==> config.mk <==
export PLATFORM = sky130hd
export DESIGN_NAME = bracket_balance_checker_core
export DESIGN_NICKNAME = d
export VERILOG_FILES = /design/src/bbc_pkg.sv /design/src/bracket_balance_checker_core.sv
export SDC_FILE = /design/constraint.sdc
export NUM_CORES = 1
export LEC_CHECK = 0
export ABC_AREA = 1
export BUFFER_PORTS_ARGS = -buffer_cell sky130_fd_sc_hd__buf_2
export CORE_ASPECT_RATIO = 0.75
export CORE_MARGIN = 2
export CORE_UTILIZATION = 40
export CTS_CLUSTER_SIZE = 10
export DETAILED_ROUTE_END_ITERATION = 8
export PLACE_DENSITY = 0.65
export SLEW_MARGIN = 20
export SYNTH_ARGS = -nofsm -noshare
export SYNTH_HDL_FRONTEND = slang
export SYNTH_SLANG_ARGS = --single-unit
export TNS_END_PERCENT = 30
==> constraint.sdc <==
create_clock -name aclk -period 7.2 [get_ports aclk]
set_input_delay 1.08 -clock aclk [delete_from_list [all_inputs] [get_ports aclk]]
set_output_delay 1.08 -clock aclk [all_outputs]
set_load 0.02 [all_outputs]
==> src/bbc_pkg.sv <==
// bbc_pkg: shared types, constants and decode functions for the bracket checker
// depends on nothing; used by bracket_balance_checker_core by scoped names

package bbc_pkg;

    // stack geometry
    localparam int STACK_DEPTH = 64;
    localparam int LEVEL_W     = $clog2(STACK_DEPTH + 1);
    localparam int ADDR_W      = $clog2(STACK_DEPTH);

    // field widths
    localparam int CHAR_W    = 8;
    localparam int VERDICT_W = 2;
    localparam int TDATA_W   = 8;

    // bracket characters
    localparam logic [CHAR_W-1:0] CH_OPEN_ROUND   = 8'h28;  // (
    localparam logic [CHAR_W-1:0] CH_OPEN_SQUARE  = 8'h5B;  // [
    localparam logic [CHAR_W-1:0] CH_OPEN_CURLY   = 8'h7B;  // {
    localparam logic [CHAR_W-1:0] CH_CLOSE_ROUND  = 8'h29;  // )
    localparam logic [CHAR_W-1:0] CH_CLOSE_SQUARE = 8'h5D;  // ]
    localparam logic [CHAR_W-1:0] CH_CLOSE_CURLY  = 8'h7D;  // }

    // bracket kind as stored on the stack
    typedef enum logic [1:0] {
        KIND_ROUND  = 2'd0,
        KIND_SQUARE = 2'd1,
        KIND_CURLY  = 2'd2,
        KIND_NONE   = 2'd3
    } kind_t;

    // verdict codes
    typedef enum logic [VERDICT_W-1:0] {
        VERDICT_OK       = 2'd0,
        VERDICT_BAD      = 2'd1,
        VERDICT_OVERFLOW = 2'd2
    } verdict_t;

    // kind of an opening bracket, or none
    function automatic kind_t open_kind(input logic [CHAR_W-1:0] c);
        kind_t k;
        case (c)
            CH_OPEN_ROUND:  k = KIND_ROUND;
            CH_OPEN_SQUARE: k = KIND_SQUARE;
            CH_OPEN_CURLY:  k = KIND_CURLY;
            default:        k = KIND_NONE;
        endcase
        return k;
    endfunction

    // kind of a closing bracket, or none
    function automatic kind_t close_kind(input logic [CHAR_W-1:0] c);
        kind_t k;
        case (c)
            CH_CLOSE_ROUND:  k = KIND_ROUND;
            CH_CLOSE_SQUARE: k = KIND_SQUARE;
            CH_CLOSE_CURLY:  k = KIND_CURLY;
            default:         k = KIND_NONE;
        endcase
        return k;
    endfunction

endpackage

==> src/bracket_balance_checker_core.sv <==
// bracket_balance_checker_core: stream checker for balanced brackets in strings
// depends on bbc_pkg (stack geometry, bracket decode, verdict codes)

// Usage:
//   Input stream s_*: one character per transaction in s_tdata, s_tlast on
//   the final character of a string. Output stream m_*: one verdict per
//   string in m_tdata[1:0] (0 balanced, 1 unbalanced, 2 stack overflow),
//   sent for the transaction that carried s_tlast.
//   Throughput: one character per cycle, back to back, pushes and pops in
//   any mix. The stack lives in a one-port-write, one-port-read memory; the
//   top entry is held in a register and the entry below it is prefetched
//   every cycle, so a pop has its next top ready at the following cycle.
//   Latency: the verdict is valid on m_tvalid the cycle after the last
//   character is taken.
//   Reset (aresetn low, synchronous): stack level and flags clear, output
//   empty; the stack memory needs no clearing pass.
//   Stall: while a verdict waits in the output register, characters that
//   are not last are still taken; a last character waits until the verdict
//   is taken or m_tready is high.

module bracket_balance_checker_core (
    input  logic                      aclk,
    input  logic                      aresetn,
    input  logic                      s_tvalid,
    output logic                      s_tready,
    input  logic [bbc_pkg::TDATA_W-1:0] s_tdata,   // [7:0] char_code
    input  logic                      s_tlast,     // last_char
    output logic                      m_tvalid,
    input  logic                      m_tready,
    output logic [bbc_pkg::TDATA_W-1:0] m_tdata    // [1:0] verdict, [7:2] zero
);

    // stack memory and prefetched entry under the top
    bbc_pkg::kind_t stack_mem [bbc_pkg::STACK_DEPTH];
    bbc_pkg::kind_t mem_rdata_reg;

    // control state
    logic [bbc_pkg::LEVEL_W-1:0] level_reg, level_next;
    bbc_pkg::kind_t              top_reg, top_next;
    logic                        failed_reg, failed_next;
    logic                        ovf_reg, ovf_next;
    logic                        m_valid_reg, m_valid_next;
    bbc_pkg::verdict_t           verdict_reg, verdict_next;

    logic                        accept;
    logic                        wr_en;
    logic [bbc_pkg::ADDR_W-1:0]  wr_addr;
    logic [bbc_pkg::ADDR_W-1:0]  rd_addr;
    bbc_pkg::kind_t              okind, ckind;
    logic [bbc_pkg::LEVEL_W-1:0] under_level;

    // handshake
    assign s_tready = !m_valid_reg || m_tready || !s_tlast;
    assign accept   = s_tvalid && s_tready;
    assign m_tvalid = m_valid_reg;
    assign m_tdata  = {{(bbc_pkg::TDATA_W - bbc_pkg::VERDICT_W){1'b0}}, verdict_reg};

    assign okind = bbc_pkg::open_kind(s_tdata[bbc_pkg::CHAR_W-1:0]);
    assign ckind = bbc_pkg::close_kind(s_tdata[bbc_pkg::CHAR_W-1:0]);

    // push/pop and verdict
    always_comb begin
        level_next   = level_reg;
        top_next     = top_reg;
        failed_next  = failed_reg;
        ovf_next     = ovf_reg;
        verdict_next = verdict_reg;
        wr_en        = 1'b0;
        wr_addr      = level_reg[bbc_pkg::ADDR_W-1:0];
        m_valid_next = m_valid_reg && !m_tready;
        if (accept) begin
            if (!failed_reg && !ovf_reg) begin
                if (okind != bbc_pkg::KIND_NONE) begin
                    if (level_reg == bbc_pkg::LEVEL_W'(bbc_pkg::STACK_DEPTH)) begin
                        ovf_next = 1'b1;
                    end else begin
                        wr_en      = 1'b1;
                        top_next   = okind;
                        level_next = level_reg + bbc_pkg::LEVEL_W'(1);
                    end
                end else if (ckind != bbc_pkg::KIND_NONE) begin
                    if (level_reg == '0) begin
                        failed_next = 1'b1;
                    end else begin
                        level_next = level_reg - bbc_pkg::LEVEL_W'(1);
                        top_next   = mem_rdata_reg;
                        if (top_reg != ckind) begin
                            failed_next = 1'b1;
                        end
                    end
                end
            end
            if (s_tlast) begin
                if (ovf_next) begin
                    verdict_next = bbc_pkg::VERDICT_OVERFLOW;
                end else if (failed_next || level_next != '0) begin
                    verdict_next = bbc_pkg::VERDICT_BAD;
                end else begin
                    verdict_next = bbc_pkg::VERDICT_OK;
                end
                m_valid_next = 1'b1;
                level_next   = '0;
                failed_next  = 1'b0;
                ovf_next     = 1'b0;
            end
        end
    end

    // prefetch the entry under the next top
    assign under_level = level_next - bbc_pkg::LEVEL_W'(2);
    assign rd_addr     = under_level[bbc_pkg::ADDR_W-1:0];

    // stack memory, registered read
    always_ff @(posedge aclk) begin
        if (wr_en) begin
            stack_mem[wr_addr] <= okind;
        end
        mem_rdata_reg <= stack_mem[rd_addr];
    end

    // payload registers
    always_ff @(posedge aclk) begin
        top_reg     <= top_next;
        verdict_reg <= verdict_next;
    end

    // control registers
    always_ff @(posedge aclk) begin
        if (!aresetn) begin
            level_reg   <= '0;
            failed_reg  <= 1'b0;
            ovf_reg     <= 1'b0;
            m_valid_reg <= 1'b0;
        end else begin
            level_reg   <= level_next;
            failed_reg  <= failed_next;
            ovf_reg     <= ovf_next;
            m_valid_reg <= m_valid_next;
        end
    end

    // checks
    a_level_range: assert property (@(posedge aclk) disable iff (!aresetn)
        level_reg <= bbc_pkg::LEVEL_W'(bbc_pkg::STACK_DEPTH))
        else $error("stack level beyond depth");

    a_flags_exclusive: assert property (@(posedge aclk) disable iff (!aresetn)
        !(failed_reg && ovf_reg))
        else $error("failure and overflow both set");

    a_last_clears: assert property (@(posedge aclk) disable iff (!aresetn)
        (s_tvalid && s_tready && s_tlast) |=>
            (level_reg == '0 && !failed_reg && !ovf_reg && m_valid_reg))
        else $error("last character did not clear state or raise a verdict");

    a_no_push_when_full: assert property (@(posedge aclk) disable iff (!aresetn)
        wr_en |-> (level_reg != bbc_pkg::LEVEL_W'(bbc_pkg::STACK_DEPTH)))
        else $error("push onto a full stack");

    a_overflow_verdict: assert property (@(posedge aclk) disable iff (!aresetn)
        (s_tvalid && s_tready && s_tlast && ovf_reg) |=>
            (verdict_reg == bbc_pkg::VERDICT_OVERFLOW))
        else $error("overflow not reported");

endmodule
* Word level (Yosys, flattened, before mapping)
Memory sizes are Yosys's and may differ from the RTL's. A register that Yosys moved wholly into a read port is not among the register bits.
Cells that the tools add are included.
** Operators by class
- Add/subtract/negate cells :: 3
- Equal/unequal tests :: 12
- Muxes and demuxes :: 35
- Reductions and logical operators :: 16
** Operators by type and width (number)
- 7-bit 2-to-1 mux :: 8
- 8-bit by 7-bit == test with 1-bit output, second input constant :: 4
- 1-bit 2-to-1 mux :: 21
- 8-bit by 6-bit == test with 1-bit output, second input constant :: 2
- 2-bit case mux with 3 select lines :: 2
- 2-bit 2-to-1 mux :: 4
- 2-bit inequality test, second input constant :: 4
- 7-bit by 1-bit adder with 7-bit output, second input constant :: 1
- 7-bit == test, second input constant :: 1
- 7-bit logical NOT :: 1
- 7-bit nonzero test :: 1
- 7-bit by 1-bit subtractor with 7-bit output, second input constant :: 1
- 6-bit by 2-bit subtractor with 6-bit output, second input constant :: 1
- 1-bit logical NOT :: 5
- 5-bit AND reduction :: 1
- 1-bit logical AND :: 3
- 1-bit logical OR :: 3
- 2-bit inequality test :: 1
- 2-bit AND reduction :: 1
- 2-bit nonzero test :: 1
** Storage, ports and cells
- Register bits :: 14
- RAM bits :: 128
- Output and inout port bits :: 10
- Word-level logic and storage cells :: 73
- Memories kept :: 1
** Memories
- stack_mem :: words 64, bits a word 2, read ports 1, clocked after memory_dff 1, write ports 1, line bracket_balance_checker_core.sv:34 : bbc_pkg::kind_t stack_mem [bbc_pkg::STACK_DEPTH];

* Logic depth before layout (Yosys ltp)
- Depth in word-level cells :: 11
- Gate-level depth with buffers :: 25
- Gate-level depth less buffers :: 23

* Worst setup path after synthesis
OpenSTA, ideal clock, no wires.
- Path kind :: input to register
- Start point :: input port m_tready
- End point :: register mem_rdata_reg[0], read port of stack_mem
- Library setup time :: 0.112 ns
- Arrival time :: 2.876 ns
- Path slack :: 4.212 ns
- Stages on the path :: 19
- Buffers on the path :: 2
- Cell sequence :: inv_1 nand2_1 inv_1 nand2_1 nand2_1 nor2_1 nand3_2 nand2_4 buf_6 inv_4 buf_4 nand3_1 nand2_1 nand2_1 nand3_1 nand3_1 nand2_1 nand2_1 nand2_1
** Between the ends
- Word-level cells in the longest chain between the ends :: 5
** Ends and longest elaborated chain
- from (decl) :: line bracket_balance_checker_core.sv:29 : input logic m_tready,
- 1-bit logical OR (2 in series) :: line bracket_balance_checker_core.sv:53 : assign s_tready = !m_valid_reg || m_tready || !s_tlast;
- net s_tready :: line bracket_balance_checker_core.sv:25 : output logic s_tready,
- 1-bit logical AND :: line bracket_balance_checker_core.sv:54 : assign accept = s_tvalid && s_tready;
- 7-bit 2-to-1 mux :: line bracket_balance_checker_core.sv:71 : if (accept) begin
- 6-bit by 2-bit subtractor with 6-bit output :: line bracket_balance_checker_core.sv:110 : assign under_level = level_next - bbc_pkg::LEVEL_W'(2);
- to (decl) :: line bracket_balance_checker_core.sv:35 : bbc_pkg::kind_t mem_rdata_reg;
The timed path passes the listed nets, and every way through them passes these cells.
A chain may end at the register's enable or synchronous reset.

* Worst setup path in the final report
- Start point :: input port m_tready
- End point :: register mem_rdata_reg[1], read port of stack_mem
** Between the ends
- Word-level cells in the longest chain between the ends :: 5
** Ends and longest elaborated chain (line)
- 1-bit logical OR (2 in series) :: bracket_balance_checker_core.sv:53
- 1-bit logical AND :: bracket_balance_checker_core.sv:54
- 7-bit 2-to-1 mux :: bracket_balance_checker_core.sv:71
- 6-bit by 2-bit subtractor with 6-bit output :: bracket_balance_checker_core.sv:110
Every way passes these cells.

==> impl_metrics.py <==
metrics = {
    "outcome": {
        "status": "finished, final reports clean",
    },
    "timing": {
        "max_freq_mhz": 258,
        "hold_viol": 0,
        "tns_ns": 0,
        "worst_pin_slew_ns": 0.696,
        "slew_headroom_pct": 53.4,
        "setup_violations": 0,
        "fin_crit_ns": 3.88,
        "finalCritPeriodShare_pct": 53.8,
        "slew_viol_final": 0,
        "grt_setup_unrepaired": "false",
        "fin_skew_ns": 0.0132,
    },
    "critical_path": {
        "cp_slowest_cell": "nand2_4",
        "end_kind": "flip-flop",
        "cpMostUsedCell": "nand2_1",
        "crit_required_ns": 7.51,
        "crit_chain": "buf_2 > inv_1 > nand2_1 > inv_1 > nand2_1 > nand2_1 > nor2_1 > nand2_4 > nand2_4 > inv_2 > nor2_1 > nor2_1 > nor2_1 > nand2_1 > nand3_1 > nand2_1 > nand2_1 > nand2_1",
        "cp.arrival_ns": 4.19,
        "path_max_fanout": 64,
        "cpPeakStageDelay_ns": 0.70,
        "crit_type": "in2reg",
        "crit_path_start_kind": "input pin",
    },
    "synthesis": {
        "ys_seq_area_share_pct": 55.5,
        "synth-main-ff-cell": "edfxtp_1",
        "ys_seq_elements": 144,
        "synth_area_mm2": 0.00758,
        "syn-mean-instance-area_um2": 8.86,
        "synth_edf_count": 132,
        "synthCells": 855,
        "synthArstFlopShare_pct": 0,
        "ys_types": 38,
        "ys_warn_count": 0,
    },
    "clock_tree": {
        "ctsHtreeMaxLevel": 4,
        "cts.sinks": 144,
        "insertion_delay_ns": 0.42,
        "hold_buffers": 0,
        "cts_root_buffer": "clkbuf_16",
        "cts_tree": "yes",
        "cts_resized": 0,
        "postCtsSetupBuffers": 0,
        "clockBufferDepth": 2,
        "numCtsBuffers": 17,
        "clk_pin_slew_ns": 0.07,
    },
    "route": {
        "viasPerCell": 5.05,
        "finalWirelength_mm": 17.7,
        "firstDrtPassIters": 4,
        "detail-route-antenna-nets": 0,
        "drt_iter0_markers": 642,
        "drc_errors": 0,
        "wl_per_cell_um": 15.7,
        "vias": 5666,
    },
    "global_route": {
        "grt_pass1_vias": 5419,
        "grt_overflow": 0,
        "antenna_found_initial": 0,
        "grt_pass1_wl_mm": 29.0,
        "grtUsageTotal_pct": 19.0,
        "grt_max_degree": 65,
    },
    "floorplanning": {
        "die-width_um": 163,
        "initial_core_util_pct": 40.9,
        "dieHeight_um": 123,
        "design.core.area_mm2": 0.0185,
        "io_pins": 23,
        "die_area_mm2": 0.0201,
        "rows": 43,
    },
    "worst_hold_path": {
        "worst_hold_path_type": "reg2reg",
    },
    "placed_design": {
        "portBuffers": 16,
        "hpwlAfterDp_mm": 11.4,
        "place_inst": 1091,
        "gp_congestion": 0.922,
    },
    "power": {
        "ir_worst_vdd_v": 0.000138,
        "p_leak_uw": 0.00357,
        "powerDensity_mw_per_mm2": 219,
    },
    "layout": {
        "nNetsFinal": 878,
        "largest_reg_flops": 128,
        "final_cells": 1123,
        "layout-drive-gt1-share_pct": 10.5,
        "n_antenna_cell": 0,
        "syn_to_final_growth_pct": 10.2,
    },
    "flow_run": {
        "maxCapViolCount": 0,
    },
}
==> through the flow <==
| stage | util [%] | setup WS [ns] | hold slack [ns] | cell area, µm² | power (µW) |
|---|---|---|---|---|---|
| floorplan | - | 4.21 | 0.468 | 7600 | 954 |
| global placement | 41.9 | 3.03 | 0.525 | 7760 | 963 |
| detailed placement | 41.9 | 2.96 | 0.502 | 7760 | 964 |
| CTS | 45.1 | 3.38 | 0.511 | 8350 | 1830 |
| global route | 45.1 | 2.83 | 0.586 | 8350 | 1870 |
| finish | 45.1 | 3.32 | 0.521 | 8350 | 1830 |
==> synthesized netlist by cell type, types with 8 or more instances <==
| cell | number | share of area (%) |
|---|---|---|
| edfxtp_1 | 132 | 52 |
| inv_1 | 108 | 5.3 |
| o21ai_1 | 8 | 0.53 |
| nand3_1 | 118 | 7.8 |
| nand2_1 | 210 | 10 |
| buf_4 | 15 | 1.5 |
| o21ai_0 | 8 | 0.53 |
| nand2_2 | 9 | 0.74 |
| nand3b_1 | 32 | 3.2 |
| nor2_1 | 114 | 5.6 |
| a21oi_1 | 12 | 0.79 |
| dfxtp_1 | 12 | 3.2 |
==> cells by family (layout without fill, tap and decap cells) <==
logic type / count (synthesis) / after routing / share of synthesized area (%)
adders and majority gates: 2 / 2 / 0.330
AOI/OAI and AO/OA: 35 / 35 / 2.53
DFF: 144 / 144 / 55.5
buffers and inverters: 156 / 172 / 9.49
and+or+nand+nor: 508 / 508 / 31.0
other: 1 / 6 / 0.0495
xor gates and xnor gates: 9 / 9 / 1.14
==> layout make-up <==
class	instances	area (µm²)
fillers	1774	10200
flip-flops and latches	144	4200
multi-input cells	560	2680
inverters	121	469
clock buffers	17	425
well taps	247	309
clock inverters	15	163
repair buffers	19	103
==> worst paths after layout <==
kind | start | endpoint | slack, ns | cells after the start
worst max-delay path | m_tready | mem_rdata_reg[1] | 3.32 | 18
worst min-delay path | ovf_reg | ovf_reg | 0.52 | 2
worst min register to register | ovf_reg | ovf_reg | 0.52 | 2
worst max register to register | level_reg[1] | mem_rdata_reg[1] | 3.40 | 23
==> placed cells by master (no fill, tap or decap), types with 4 or more instances in the layout <==
cell type and instances:
o21ai_0 8, nand2_2 10, nand3_2 4, conb_1 6, a21oi_1 12, inv_2 7
nand2_4 7, nand4_1 5, o21ai_1 8, dfxtp_1 12, buf_2 16, nand3_1 118
inv_8 5, nand3b_1 32, inv_4 4, inv_6 5, nand2_1 209, nor2_4 5
nor2_1 114, clkbuf_16 17, xor2_1 7, edfxtp_1 132, inv_1 108
==> worst max-delay path: cells and delay by family <==
family	cells	cell delay (ns)
and+or+nand+nor	14	2.68
buffers and inverters	4	0.34
==> routing by layer <==
metal | up-vias | global-route usage, % | wire (µm) | share of wire (%)
met5 | - | 0 | 0 | 0
met4 | 0 | 4.26 | 240 | 1.4
met3 | 21 | 3.76 | 1100 | 6.2
met2 | 182 | 28.3 | 7490 | 42
met1 | 2664 | 28.7 | 8850 | 50
li1 | 2799 | - | - | -
==> power breakdown <==
group	total [µW]	internal [µW]	switching, µW	leakage, µW
clock	882	494	389	0.000285
combinational	43.1	12.4	30.6	0.00170
sequential	903	902	1.16	0.00159
No activity file was read; power rests on OpenSTA's default activity.
